==> src/hdl/gn3_pkg.sv <==
`timescale 1ns / 1ps
// ----------------------------------------------------------------------------
// gn3_pkg
// Shared types and constants of the three-dimensional gradient noise block.
// ----------------------------------------------------------------------------
package gn3_pkg;

    // permutation table geometry
    localparam int TABLE_BITS = 8;
    localparam int TABLE_SIZE = 1 << TABLE_BITS;

    // word field widths
    localparam int COORD_W = 32;
    localparam int LEVEL_W = 17;

    // default number of fraction bits in a coordinate
    localparam int FRACTION_BITS_DEF = 16;

    // output scale: Q1.16, saturated to one
    localparam int OUT_FRAC_BITS = 16;
    localparam int LEVEL_MAX     = 1 << OUT_FRAC_BITS;

    // register stages from input to output register
    localparam int NUM_STAGES = 14;

    // operating modes
    localparam logic MODE_LOAD = 1'b0;
    localparam logic MODE_EVAL = 1'b1;

    // gradient selection codes on the low four hash bits
    localparam logic [3:0] GRAD_U_FROM_Y = 4'd8;
    localparam logic [3:0] GRAD_V_FROM_Y = 4'd4;
    localparam logic [3:0] GRAD_V_X_A    = 4'd12;
    localparam logic [3:0] GRAD_V_X_B    = 4'd14;

    typedef logic [TABLE_BITS-1:0] t_tab;

    // pipeline control: advance enables per stage and valid bits (v[0] = input)
    typedef struct packed {
        logic [NUM_STAGES:1] en;
        logic [NUM_STAGES:0] v;
    } t_pipe_ctl;

endpackage

==> src/hdl/gn3_fade.sv <==
`timescale 1ns / 1ps
// ----------------------------------------------------------------------------
// gn3_fade
// Three-stage quintic fade 6t^5 - 15t^4 + 10t^3 of one fraction, rounded
// products, clamped to zero..one. The fraction travels alongside.
// ----------------------------------------------------------------------------
module gn3_fade
    import gn3_pkg::*;
#(
    parameter int FRACTION_BITS = FRACTION_BITS_DEF
) (
    input  logic                     i_clk,
    input  logic [3:1]               i_en,
    input  logic [FRACTION_BITS-1:0] i_frac,
    output logic [FRACTION_BITS:0]   o_fade,
    output logic [FRACTION_BITS-1:0] o_frac
);

    localparam int F  = FRACTION_BITS;
    localparam int W  = F + 6;
    localparam int PW = 2 * W;
    localparam logic signed [W-1:0]  ONE_Q  = W'(1) << F;
    localparam logic signed [W-1:0]  C15    = W'(15) << F;
    localparam logic signed [W-1:0]  C10    = W'(10) << F;
    localparam logic signed [PW-1:0] HALF_Q = PW'(1) << (F - 1);

    function automatic logic signed [W-1:0] rnd(input logic signed [PW-1:0] p);
        logic signed [PW-1:0] s;
        s = (p + HALF_Q) >>> F;
        return s[W-1:0];
    endfunction

    logic signed [W-1:0]  ts, lin, ts1;
    logic signed [PW-1:0] p1, p2, p3, p4;
    logic signed [W-1:0]  r_m1, r_m2, r_inner, r_t3, f;
    logic [F-1:0]         r_f1, r_f2, r_f3;
    logic [F:0]           r_fade;

    assign ts  = W'({1'b0, i_frac});
    assign lin = (ts <<< 2) + (ts <<< 1) - C15;
    assign p1  = ts * lin;
    assign p2  = ts * ts;
    assign ts1 = W'({1'b0, r_f1});
    assign p3  = r_m2 * ts1;
    assign p4  = r_t3 * r_inner;
    assign f   = rnd(p4);

    always_ff @(posedge i_clk) begin
        // stage 1: t*(6t-15) and t*t
        if (i_en[1]) begin
            r_m1 <= rnd(p1);
            r_m2 <= rnd(p2);
            r_f1 <= i_frac;
        end
        // stage 2: inner term and t^3
        if (i_en[2]) begin
            r_inner <= r_m1 + C10;
            r_t3    <= rnd(p3);
            r_f2    <= r_f1;
        end
        // stage 3: product and clamp
        if (i_en[3]) begin
            if (f < 0) begin
                r_fade <= '0;
            end else if (f > ONE_Q) begin
                r_fade <= ONE_Q[F:0];
            end else begin
                r_fade <= f[F:0];
            end
            r_f3 <= r_f2;
        end
    end

    assign o_fade = r_fade;
    assign o_frac = r_f3;

endmodule

==> config.mk <==
export PLATFORM = sky130hd
export DESIGN_NAME = gn3_fade
export DESIGN_NICKNAME = d
export VERILOG_FILES = /design/src/hdl/gn3_pkg.sv /design/src/hdl/gn3_fade.sv
export SDC_FILE = /design/constraint.sdc
export NUM_CORES = 2
export LEC_CHECK = 0
export ABC_AREA = 1
export BUFFER_PORTS_ARGS = -buffer_cell sky130_fd_sc_hd__buf_2
export CAP_MARGIN = 20
export CORE_ASPECT_RATIO = 1.4
export CORE_MARGIN = 5
export CORE_UTILIZATION = 55
export DETAILED_ROUTE_END_ITERATION = 7
export GPL_ROUTABILITY_DRIVEN = 1
export GPL_TIMING_DRIVEN = 0
export PLACE_DENSITY_LB_ADDON = 0.3
export RECOVER_POWER = 25
export SYNTH_ARGS = -nofsm -noshare
export SYNTH_HDL_FRONTEND = slang
export SYNTH_SLANG_ARGS = --single-unit
export TNS_END_PERCENT = 20
==> constraint.sdc <==
create_clock -name i_clk -period 18.7 [get_ports i_clk]
set_input_delay 3.74 -clock i_clk [delete_from_list [all_inputs] [get_ports i_clk]]
set_output_delay 3.74 -clock i_clk [all_outputs]
set_load 0.01 [all_outputs]
==> flow_summary.yaml <==
status:
  status: "finished, violations left"
  violations: "max-capacitance violations, max-slew violations"
clocking:
  cts.path.max_buffers: 2
  cts_max_level: 4
  cts_sinks: 144
  cts_resized: 0
  cts_tree: "done"
  cts_root_buf: "clkbuf_16"
  post_cts_buffers: 0
  clk_pin_slew_ns: 0.08
  cts_inserted_buffers: 17
  insertion_delay_ns: 0.50
  cts_hold_buf: 0
synthesis:
  yosys.area_share.adder_pct: 54.22
  synthFlopType: "edfxtp_1"
  synth_edf_count: 144
  async_reset_ff_share_pct: 0
  synth_warnings: 0
  ys_seq_elements: 144
  synth_top_family_by_area: "adder cells"
  syn_area_per_cell_um2: 8.097
  synth_area_mm2: 0.04864
  synthDistinctLibCells: 51
  syn-instance-count: 6007
  synth-seq-area-share_pct: 8.890
  synth-compound-area-share_pct: 3.398
  synthMuxAreaShare_pct: 0
  synth_nets: 7539
  synth-simple-area-share_pct: 16.43
  synth-xor-area-share_pct: 1.453
layout:
  finish.utilization_pct: 57.78
  seq_area_mm2: 0.004324
  layout_common_cells: "1794 x inv_1, 1375 x nand2_1, 993 x fa_1"
  antenna_cells: 0
  layout_commonest_cell: "inv_1"
  layout-drive-gt1-share_pct: 2.578
  nFillCells: 8216
  syn_to_final_growth_pct: 4.692
  final_nets: 7610
  multi_input_area_mm2: 0.03673
  fin_area_mm2: 0.05092
detailed_routing:
  wl_um: 137600
  drtIter0Drc: 2491
  wl_per_cell_um: 18.93
  viasPerCell: 5.272
  drc_errors: 0
  num_vias: 38326
  ant_nets: 0
  drt_first_pass_iters: 6
setup_path:
  critPathArrivalTime_ns: 13.03
  crit_type: "input port to register"
  max_stage_delay_ns: 0.58
  required_ns: 18.94
  path_max_fanout: 11
  path_buf_inv: 11
  crit_slowest_cell: "clkbuf_1"
  start_kind: "input port"
  path_common_cell: "inv_1"
  crit_family: "adder cells"
  end_kind: "register"
floorplanning:
  die_x_um: 261.3
  rows: 129
  die-area_mm2: 0.09457
  coreArea_mm2: 0.08813
  io_pins: 53
  dieHeight_um: 361.9
  initial_core_util_pct: 55.19
sta:
  setup_violations: 0
  finalCritPeriodShare_pct: 68.42
  fin_crit_ns: 12.80
  hold_viol_final: 0
  slew_violations: 57
  fin_worst_hold_slack_ns: 0.4112
  relSlewSlack_pct: -124.2
  fin_setup_tns_ns: 0
  rsz0062_at_grt: "no"
  worstMarginPinSlew_ns: 3.363
  skew_ns: 0.02689
  max_freq_mhz: 78.15
global_routing:
  grt_pass1_vias: 40858
  grt_max_degree: 57
  antenna_found_initial: 1
  gr-usage-all-layers_pct: 29.92
  grt_overflow: 0
  grt_pass1_wl_um: 217500
placed_design:
  post_dp_cell_area_mm2: 0.05038
  dp.final_hpwl_um: 118400
  io_buffers: 52
  gp_congestion: 0.9901
min_path:
  hp-class: "register to register"
run:
  drv_cap: 1
[sequential cells by signal, summed over array words and instances (netlist names)]
signal / flops
r_f2: 16
r_f1: 16
r_m1: 22
r_m2: 17
o_fade: 17
o_frac: 16
r_t3: 18
r_inner: 22
[worst register-to-register path, delay by kind of cell (launching register included)]
family | cells | cell delay (ns)
adder cells (fa/ha/maj) | 8 | 4.12
buffers and inverters | 7 | 1.74
AO/OA/AOI/OAI | 4 | 0.90
AND/OR/NAND/NOR | 10 | 1.00
flip-flops | 1 | 0.32
[stage by stage]
stage	instances	worst slack, ns
after floorplan	6007	7.925
after global placement	7238	5.984
after detailed placement	7238	5.804
after CTS	7270	6.332
after global routing	7270	5.550
final	7270	5.905
[Yosys cell counts, types with 14 or more instances]
cell type / instances / area [um2]
inv_1: 1794 / 6734
nand2_1: 1375 / 5161
fa_1: 993 / 19880
ha_1: 519 / 6494
nor2_1: 313 / 1175
clkbuf_1: 171 / 641.9
a21oi_1: 148 / 740.7
edfxtp_1: 144 / 4324
nand3_1: 132 / 660.6
o21ai_0: 63 / 315.3
xor2_1: 47 / 411.6
xnor2_1: 30 / 262.8
nand4_1: 28 / 175.2
nor3_1: 23 / 115.1
buf_1: 20 / 75.07
or2_2: 19 / 118.9
nand2_2: 17 / 106.4
a21o_1: 15 / 112.6
nand3b_1: 14 / 105.1
nor2_2: 14 / 87.58
o21a_1: 14 / 105.1
[per-layer routing]
layer	global-route usage (%)	share of wire [%]
met1	33.28	35
met2	52.48	50
met3	4.268	6.2
met4	20.94	9.2
met5	0	0.0094
[cells by family after synthesis]
kind of cell / after synthesis
xor gates and xnor gates: 79
AOI/OAI and AO/OA: 291
DFF: 144
adders and majority gates: 1512
buffers and inverters: 2012
and+or+nand+nor: 1969
[final timing paths]
kind               from    endpoint  slack (ns)  cells past startpoint
max reg2reg  r_inner[7]  o_fade[13]       10.38                     29
min             r_f2[8]   o_frac[8]        0.41                      0
max          i_frac[14]    r_m1[18]        5.90                     34
min reg2reg     r_f2[8]   o_frac[8]        0.41                      0
[cell type report]
type                       count  share of cell area [%]
multi-input combinational   3851                   72.12
inverter                    1812                   13.36
sequential                   144                   8.492
tap                         1179                   2.897
buffer                       200                   1.548
clock buffer                  17                  0.8354
timing repair buffer          52                  0.4742
clock inverter                15                  0.2752
Power is left out: the tool's default activity adds up to more than one toggle a clock period on the data nets, which glitch-free logic cannot reach.
