<file path="config.mk">
export PLATFORM = sky130hd
export DESIGN_NAME = gn3_lerp
export DESIGN_NICKNAME = d
export VERILOG_FILES = /design/src/hdl/gn3_pkg.sv /design/src/hdl/gn3_lerp.sv
export SDC_FILE = /design/constraint.sdc
export NUM_CORES = 2
export LEC_CHECK = 0
export ABC_AREA = 1
export BUFFER_PORTS_ARGS = -buffer_cell sky130_fd_sc_hd__buf_2
export CAP_MARGIN = 30
export CORE_ASPECT_RATIO = 1.1
export CORE_UTILIZATION = 53
export DETAILED_ROUTE_END_ITERATION = 8
export GPL_TIMING_DRIVEN = 0
export PLACE_DENSITY_LB_ADDON = 0.12
export SKIP_CTS_REPAIR_TIMING = 1
export SLEW_MARGIN = 5
export SYNTH_ARGS = -nofsm -noshare
export SYNTH_HDL_FRONTEND = slang
export SYNTH_SLANG_ARGS = --single-unit
</file>
<file path="constraint.sdc">
create_clock -name i_clk -period 12.4 [get_ports i_clk]
set_input_delay 1.86 -clock i_clk [delete_from_list [all_inputs] [get_ports i_clk]]
set_output_delay 1.86 -clock i_clk [all_outputs]
set_load 0.05 [all_outputs]
</file>
<file path="src/hdl/gn3_pkg.sv">
`timescale 1ns / 1ps
// ----------------------------------------------------------------------------
// gn3_pkg
// Shared types and constants of the three-dimensional gradient noise block.
// ----------------------------------------------------------------------------
package gn3_pkg;

    // permutation table geometry
    localparam int TABLE_BITS = 8;
    localparam int TABLE_SIZE = 1 << TABLE_BITS;

    // word field widths
    localparam int COORD_W = 32;
    localparam int LEVEL_W = 17;

    // default number of fraction bits in a coordinate
    localparam int FRACTION_BITS_DEF = 16;

    // output scale: Q1.16, saturated to one
    localparam int OUT_FRAC_BITS = 16;
    localparam int LEVEL_MAX     = 1 << OUT_FRAC_BITS;

    // register stages from input to output register
    localparam int NUM_STAGES = 14;

    // operating modes
    localparam logic MODE_LOAD = 1'b0;
    localparam logic MODE_EVAL = 1'b1;

    // gradient selection codes on the low four hash bits
    localparam logic [3:0] GRAD_U_FROM_Y = 4'd8;
    localparam logic [3:0] GRAD_V_FROM_Y = 4'd4;
    localparam logic [3:0] GRAD_V_X_A    = 4'd12;
    localparam logic [3:0] GRAD_V_X_B    = 4'd14;

    typedef logic [TABLE_BITS-1:0] t_tab;

    // pipeline control: advance enables per stage and valid bits (v[0] = input)
    typedef struct packed {
        logic [NUM_STAGES:1] en;
        logic [NUM_STAGES:0] v;
    } t_pipe_ctl;

endpackage

</file>
<file path="src/hdl/gn3_lerp.sv">
`timescale 1ns / 1ps
// ----------------------------------------------------------------------------
// gn3_lerp
// One interpolation level over several lanes: difference, rounded product,
// add. Side data is delayed with the lanes.
// ----------------------------------------------------------------------------
module gn3_lerp
    import gn3_pkg::*;
#(
    parameter int FRACTION_BITS = FRACTION_BITS_DEF,
    parameter int LANES         = 4,
    parameter int SIDE_W        = 1
) (
    input  logic                            i_clk,
    input  logic [3:1]                      i_en,
    input  logic signed [FRACTION_BITS+5:0] i_a [LANES],
    input  logic signed [FRACTION_BITS+5:0] i_b [LANES],
    input  logic [FRACTION_BITS:0]          i_t,
    input  logic [SIDE_W-1:0]               i_side,
    output logic signed [FRACTION_BITS+5:0] o_y [LANES],
    output logic [SIDE_W-1:0]               o_side
);

    localparam int F  = FRACTION_BITS;
    localparam int W  = F + 6;
    localparam int DW = W + 1;
    localparam int PW = 2 * DW;
    localparam logic signed [PW-1:0] HALF_Q = PW'(1) << (F - 1);

    logic signed [W-1:0]  r_a1 [LANES];
    logic signed [W-1:0]  r_a2 [LANES];
    logic signed [DW-1:0] r_d  [LANES];
    logic signed [PW-1:0] r_p  [LANES];
    logic signed [W-1:0]  r_y  [LANES];
    logic [F:0]           r_t;
    logic signed [DW-1:0] ts;
    logic [SIDE_W-1:0]    r_s1, r_s2, r_s3;

    assign ts = DW'({1'b0, r_t});

    for (genvar l = 0; l < LANES; l++) begin : g_lane
        logic signed [PW-1:0] sh;
        assign sh = (r_p[l] + HALF_Q) >>> F;
        always_ff @(posedge i_clk) begin
            // difference
            if (i_en[1]) begin
                r_a1[l] <= i_a[l];
                r_d[l]  <= DW'(i_b[l]) - DW'(i_a[l]);
            end
            // product with the blend weight
            if (i_en[2]) begin
                r_a2[l] <= r_a1[l];
                r_p[l]  <= ts * r_d[l];
            end
            // round and add
            if (i_en[3]) begin
                r_y[l] <= r_a2[l] + sh[W-1:0];
            end
        end
    end

    always_ff @(posedge i_clk) begin
        if (i_en[1]) begin
            r_t  <= i_t;
            r_s1 <= i_side;
        end
        if (i_en[2]) begin
            r_s2 <= r_s1;
        end
        if (i_en[3]) begin
            r_s3 <= r_s2;
        end
    end

    assign o_y    = r_y;
    assign o_side = r_s3;

endmodule

</file>
==> results.md <==
- The critical path depth in cells is 21.
- The simple-gate area share of the yosys netlist is between 10% and 20%.
- The share of synthesized cell area in full adder, half adder and majority cells is a little over two fifths.
- The critical path is of the reg2reg type.
- The count of H-tree levels built during CTS is 2.
- After routing, the total negative slack on setup checks comes to 0 ps.
- The vertical extent of the die is ~420 µm.
- The signal on the critical path passes through buf_2 > buf_1 > buf_1 > nand2_1 > inv_1 > ha_1 > fa_1 > fa_1 > fa_1 > fa_1 > inv_1 > fa_1 > inv_1 > ha_1 > nand2_1 > nor2_1 > inv_1 > o21ai_0 > a21oi_1 > nand3_1 > nand2_1.
- After global routing the overflow that remains totals 0.
- The area growth from synthesis to final layout is 8.11%.
- The count of boundary I/O pins is ~290.
- Once the floorplan was initialized, standard cells occupied a little over half of the core.
- The worst register-to-register path has a setup slack of 4450 ps.
- For this run, the number of Yosys warnings is 0.
- The pre-antenna-repair detailed-routing pass consisted of 6 iterations.
- The buffer levels on the longest clock path is 3.
- The floorplan die area is between 150000 and 200000 µm².
- In this design, the largest share of critical-path delay is due to adder cells.
- The cell count after synthesis is between 10000 and 15000.
- The delay of the slowest critical-path stage is ~860 ps.
- The final number of hold-violating endpoints is 0.
- In the layout the commonest cells are sky130_fd_sc_hd__inv_1 (2976), sky130_fd_sc_hd__nand2_1 (2662), sky130_fd_sc_hd__fa_1 (1464).
- From left edge to right edge, the die measures 379 µm.
- The flow ran to the end, and the final reports show no timing, DRC or antenna violations.
- The top fanout value on the critical path is 10.
- Routability-driven placement finished with a final weighted congestion of around 0.99.
- The via count of the first global-routing pass came to just under 70000.
- The endpoint type of the worst setup path is a flip-flop.
- Summing the areas of all compound-gate instances in the mapped netlist gives approximately 4.5% of the synthesized area.
- The post-route netlist has roughly 4.5% of its cells at a drive strength greater than 1.
- The number of standard cells in the final layout excluding fillers is 12746.
- STA classifies the critical path startpoint as a flip-flop.
- The number of pins exceeding their max-slew limit in the final report is 0.
- The startpoint identified for the worst register-to-register timing path is r_t[15]$_DFFE_PP_.
- The wire-length estimate of the detail-placed layout is 221 mm.
- The core region is ~150000 µm².
- The largest family of logic cells by synthesized area is adder cells.
- At the worst endpoint, the required time is ~13000 ps.
- The most critical setup path has its startpoint at r_t[15]$_DFFE_PP_.
- The count of flip-flops with a built-in enable after synthesis is between 400 and 500.
- The mean area per synthesized cell is 8.08 µm².
- After detailed routing, the number of vias per cell comes to ~5.2.
- The share of the yosys chip area belonging to registers is ~17%.
- The first global-routing pass estimated approximately 400 mm of wire.
- The primary flip-flop cell chosen by synthesis mapping is sky130_fd_sc_hd__edfxtp_1.
- The total routing usage reported by global routing is 34.3%.
- The number of buffers inserted by port buffering is about 290.
- Of the total synthesized cell area, the portion taken by XOR and XNOR cells is 3.09%.
- The number of setup violations in the final report is 0.
- The path class of the tightest hold or removal check is reg2reg.
- Counting every sink on the clock net gives 468.
- By instance count, the cell type seen most on the critical path is sky130_fd_sc_hd__fa_1.
- The number of antenna-violating nets in the routed design is 0.
- The async set-or-reset flop fraction in the synthesized netlist is 0%.
- The slowest cell on the critical path is sky130_fd_sc_hd__buf_1.
- The worst slew slack as a fraction of its limit is about 23%.
- The data arrival at the endpoint of the critical path is ~8400 ps.
- The standard-cell row count is ~150.
- The maximum clock rate is about 130 MHz.
- The flip-flop and latch count after synthesis is around 470.
- The routed wire length per instance is just over 20 µm.
- The routed layout has about 67000 vias.
- The clock tree from TritonCTS is done.
- Entering global routing, the biggest net connects 98 pins.
- At the pin with the least slew margin, the transition time is roughly 1200 ps.
- Of the post-synthesis cell area, the part taken by muxes is 0%.
- The post-synthesis net count is approximately 12000.
- The count of routing violations after the opening detailed-route iteration is about 5000.
- The area of combinational cells with multiple inputs is 56100 µm².
- For the worst-skew pair, the clock arrives at the later sink with an insertion delay of between 700 and 800 ps.
- After clock tree synthesis, the clock-pin slew on the worst setup and hold paths is 80 ps.
- The depth of the worst register-to-register path is 21.
- Setup repair after global routing left no endpoint under its margin.
- The utilization after layout is between 50% and 60%.
- The library cell used most frequently in the layout, excluding fill and tap cells, is sky130_fd_sc_hd__inv_1.
- The count of cell types in the netlist is 48.
- At the end of the flow, the number of nets in the layout was 12831.
- Between clock sinks in the finished design, the worst skew comes to roughly 34 ps.
- The combined area of all synthesized cells is 82700 µm².
- The final critical path takes up between 60 and 70% of the cycle.
- The cell sitting at the root of the clock tree is a sky130_fd_sc_hd__clkbuf_16.
- Counting tap cells, the placed design contains a total of 12629 instances.
- For this run, design rule violations remaining after detail routing come to 0.
- In this run the critical register-to-register path is captured at r_p[2][35]$_DFFE_PP_.
- The worst path buffer plus inverter count is 7.
- Across the whole layout, storage elements account for roughly 14000 µm².
- The number of max-cap violations is 0.
- Following the worst setup path forward leads to its endpoint at r_p[2][35]$_DFFE_PP_.
- The initial antenna violation count is 5.
- After filler insertion, the fill cell instance count of the layout stands at 14576.
- The total clock buffers created by CTS is 54.
- The routed wire length is 263 mm.
- The worst path needs approximately 8000 ps of the cycle, external delays included.
## flip-flops by register name, indices dropped and copies added, names as in the netlist
name and count:
o_side 1, o_y 88, r_a1 88, r_a2 88, r_d 92, r_p 92
r_s1 1, r_s2 1, r_t 17
## per-stage QoR
step / setup slack (ps) / instance area (µm²) / hold slack [ps]
finish: 4450 / 89400 / 413
detailed placement: 4590 / 87400 / 405
global placement: 4210 / 86700 / 400
global route: 4270 / 89400 / 421
floorplan: 6660 / 82700 / 400
CTS: 4580 / 89200 / 414
## per-layer routing
metal  GRT usage (%)  share of wire (%)
met5               0              0.019
met4            18.1                6.6
met3            7.41                8.1
met2            56.0                 47
met1            42.6                 39
## synth_stat cells (9+ instances only)
| master | count | area share [%] |
|---|---|---|
| sky130_fd_sc_hd__inv_1 | 2976 | 14 |
| sky130_fd_sc_hd__nand2_1 | 2662 | 12 |
| sky130_fd_sc_hd__fa_1 | 1464 | 35 |
| sky130_fd_sc_hd__ha_1 | 536 | 8.1 |
| sky130_fd_sc_hd__edfxtp_1 | 468 | 17 |
| sky130_fd_sc_hd__nor2_1 | 397 | 1.8 |
| sky130_fd_sc_hd__a21oi_1 | 348 | 2.1 |
| sky130_fd_sc_hd__clkbuf_1 | 333 | 1.5 |
| sky130_fd_sc_hd__nand3_1 | 213 | 1.3 |
| sky130_fd_sc_hd__xor2_1 | 211 | 2.2 |
| sky130_fd_sc_hd__o21ai_0 | 175 | 1.1 |
| sky130_fd_sc_hd__xnor2_1 | 81 | 0.86 |
| sky130_fd_sc_hd__nand4_1 | 53 | 0.40 |
| sky130_fd_sc_hd__nor3_1 | 51 | 0.31 |
| sky130_fd_sc_hd__o21bai_1 | 39 | 0.35 |
| sky130_fd_sc_hd__a21o_1 | 36 | 0.33 |
| sky130_fd_sc_hd__nor4_1 | 28 | 0.21 |
| sky130_fd_sc_hd__a31oi_1 | 25 | 0.19 |
| sky130_fd_sc_hd__o21ai_1 | 20 | 0.12 |
| sky130_fd_sc_hd__nand3b_1 | 15 | 0.14 |
| sky130_fd_sc_hd__buf_1 | 14 | 0.064 |
| sky130_fd_sc_hd__and3_1 | 12 | 0.091 |
| sky130_fd_sc_hd__o21a_1 | 10 | 0.091 |
| sky130_fd_sc_hd__o211ai_1 | 9 | 0.082 |
## final cells by class
class	instances	share of cell area, %
clock buffer	61	1.57
timing repair buffer	340	2.54
antenna	4	0.0112
sequential	468	15.7
buffer	351	1.50
multi-input combinational	6438	62.8
tap	2065	2.89
clock inverter	39	0.468
inverter	2980	12.5
## worst min path at each step
stage | slack (ps) | to | start | cells past startpoint
after detailed placement | 400 | r_a2[0][11]$_DFFE_PP_ | r_a1[0][11]$_DFFE_PP_ | 0
after floorplan | 400 | o_side$_DFFE_PP_ | r_s2$_DFFE_PP_ | 0
after global routing | 420 | r_a2[3][10]$_DFFE_PP_ | r_a1[3][10]$_DFFE_PP_ | 0
after global placement | 400 | r_a2[0][20]$_DFFE_PP_ | r_a1[0][20]$_DFFE_PP_ | 0
after CTS | 410 | r_a2[2][4]$_DFFE_PP_ | r_a1[2][4]$_DFFE_PP_ | 0
final | 410 | r_a2[2][4]$_DFFE_PP_ | r_a1[2][4]$_DFFE_PP_ | 0
## logic make-up (layout without fill, tap and decap cells)
logic type	after synthesis	in the layout
flip-flops	468	468
AO/OA/AOI/OAI	681	681
adder cells (fa/ha/maj)	2000	2000
other	0	4
XOR/XNOR	292	292
buffers and inverters	3331	3771
AND/OR/NAND/NOR	3465	3465
Power is left out: the tool's default activity adds up to more than one toggle a clock period on the data nets, which glitch-free logic cannot reach.
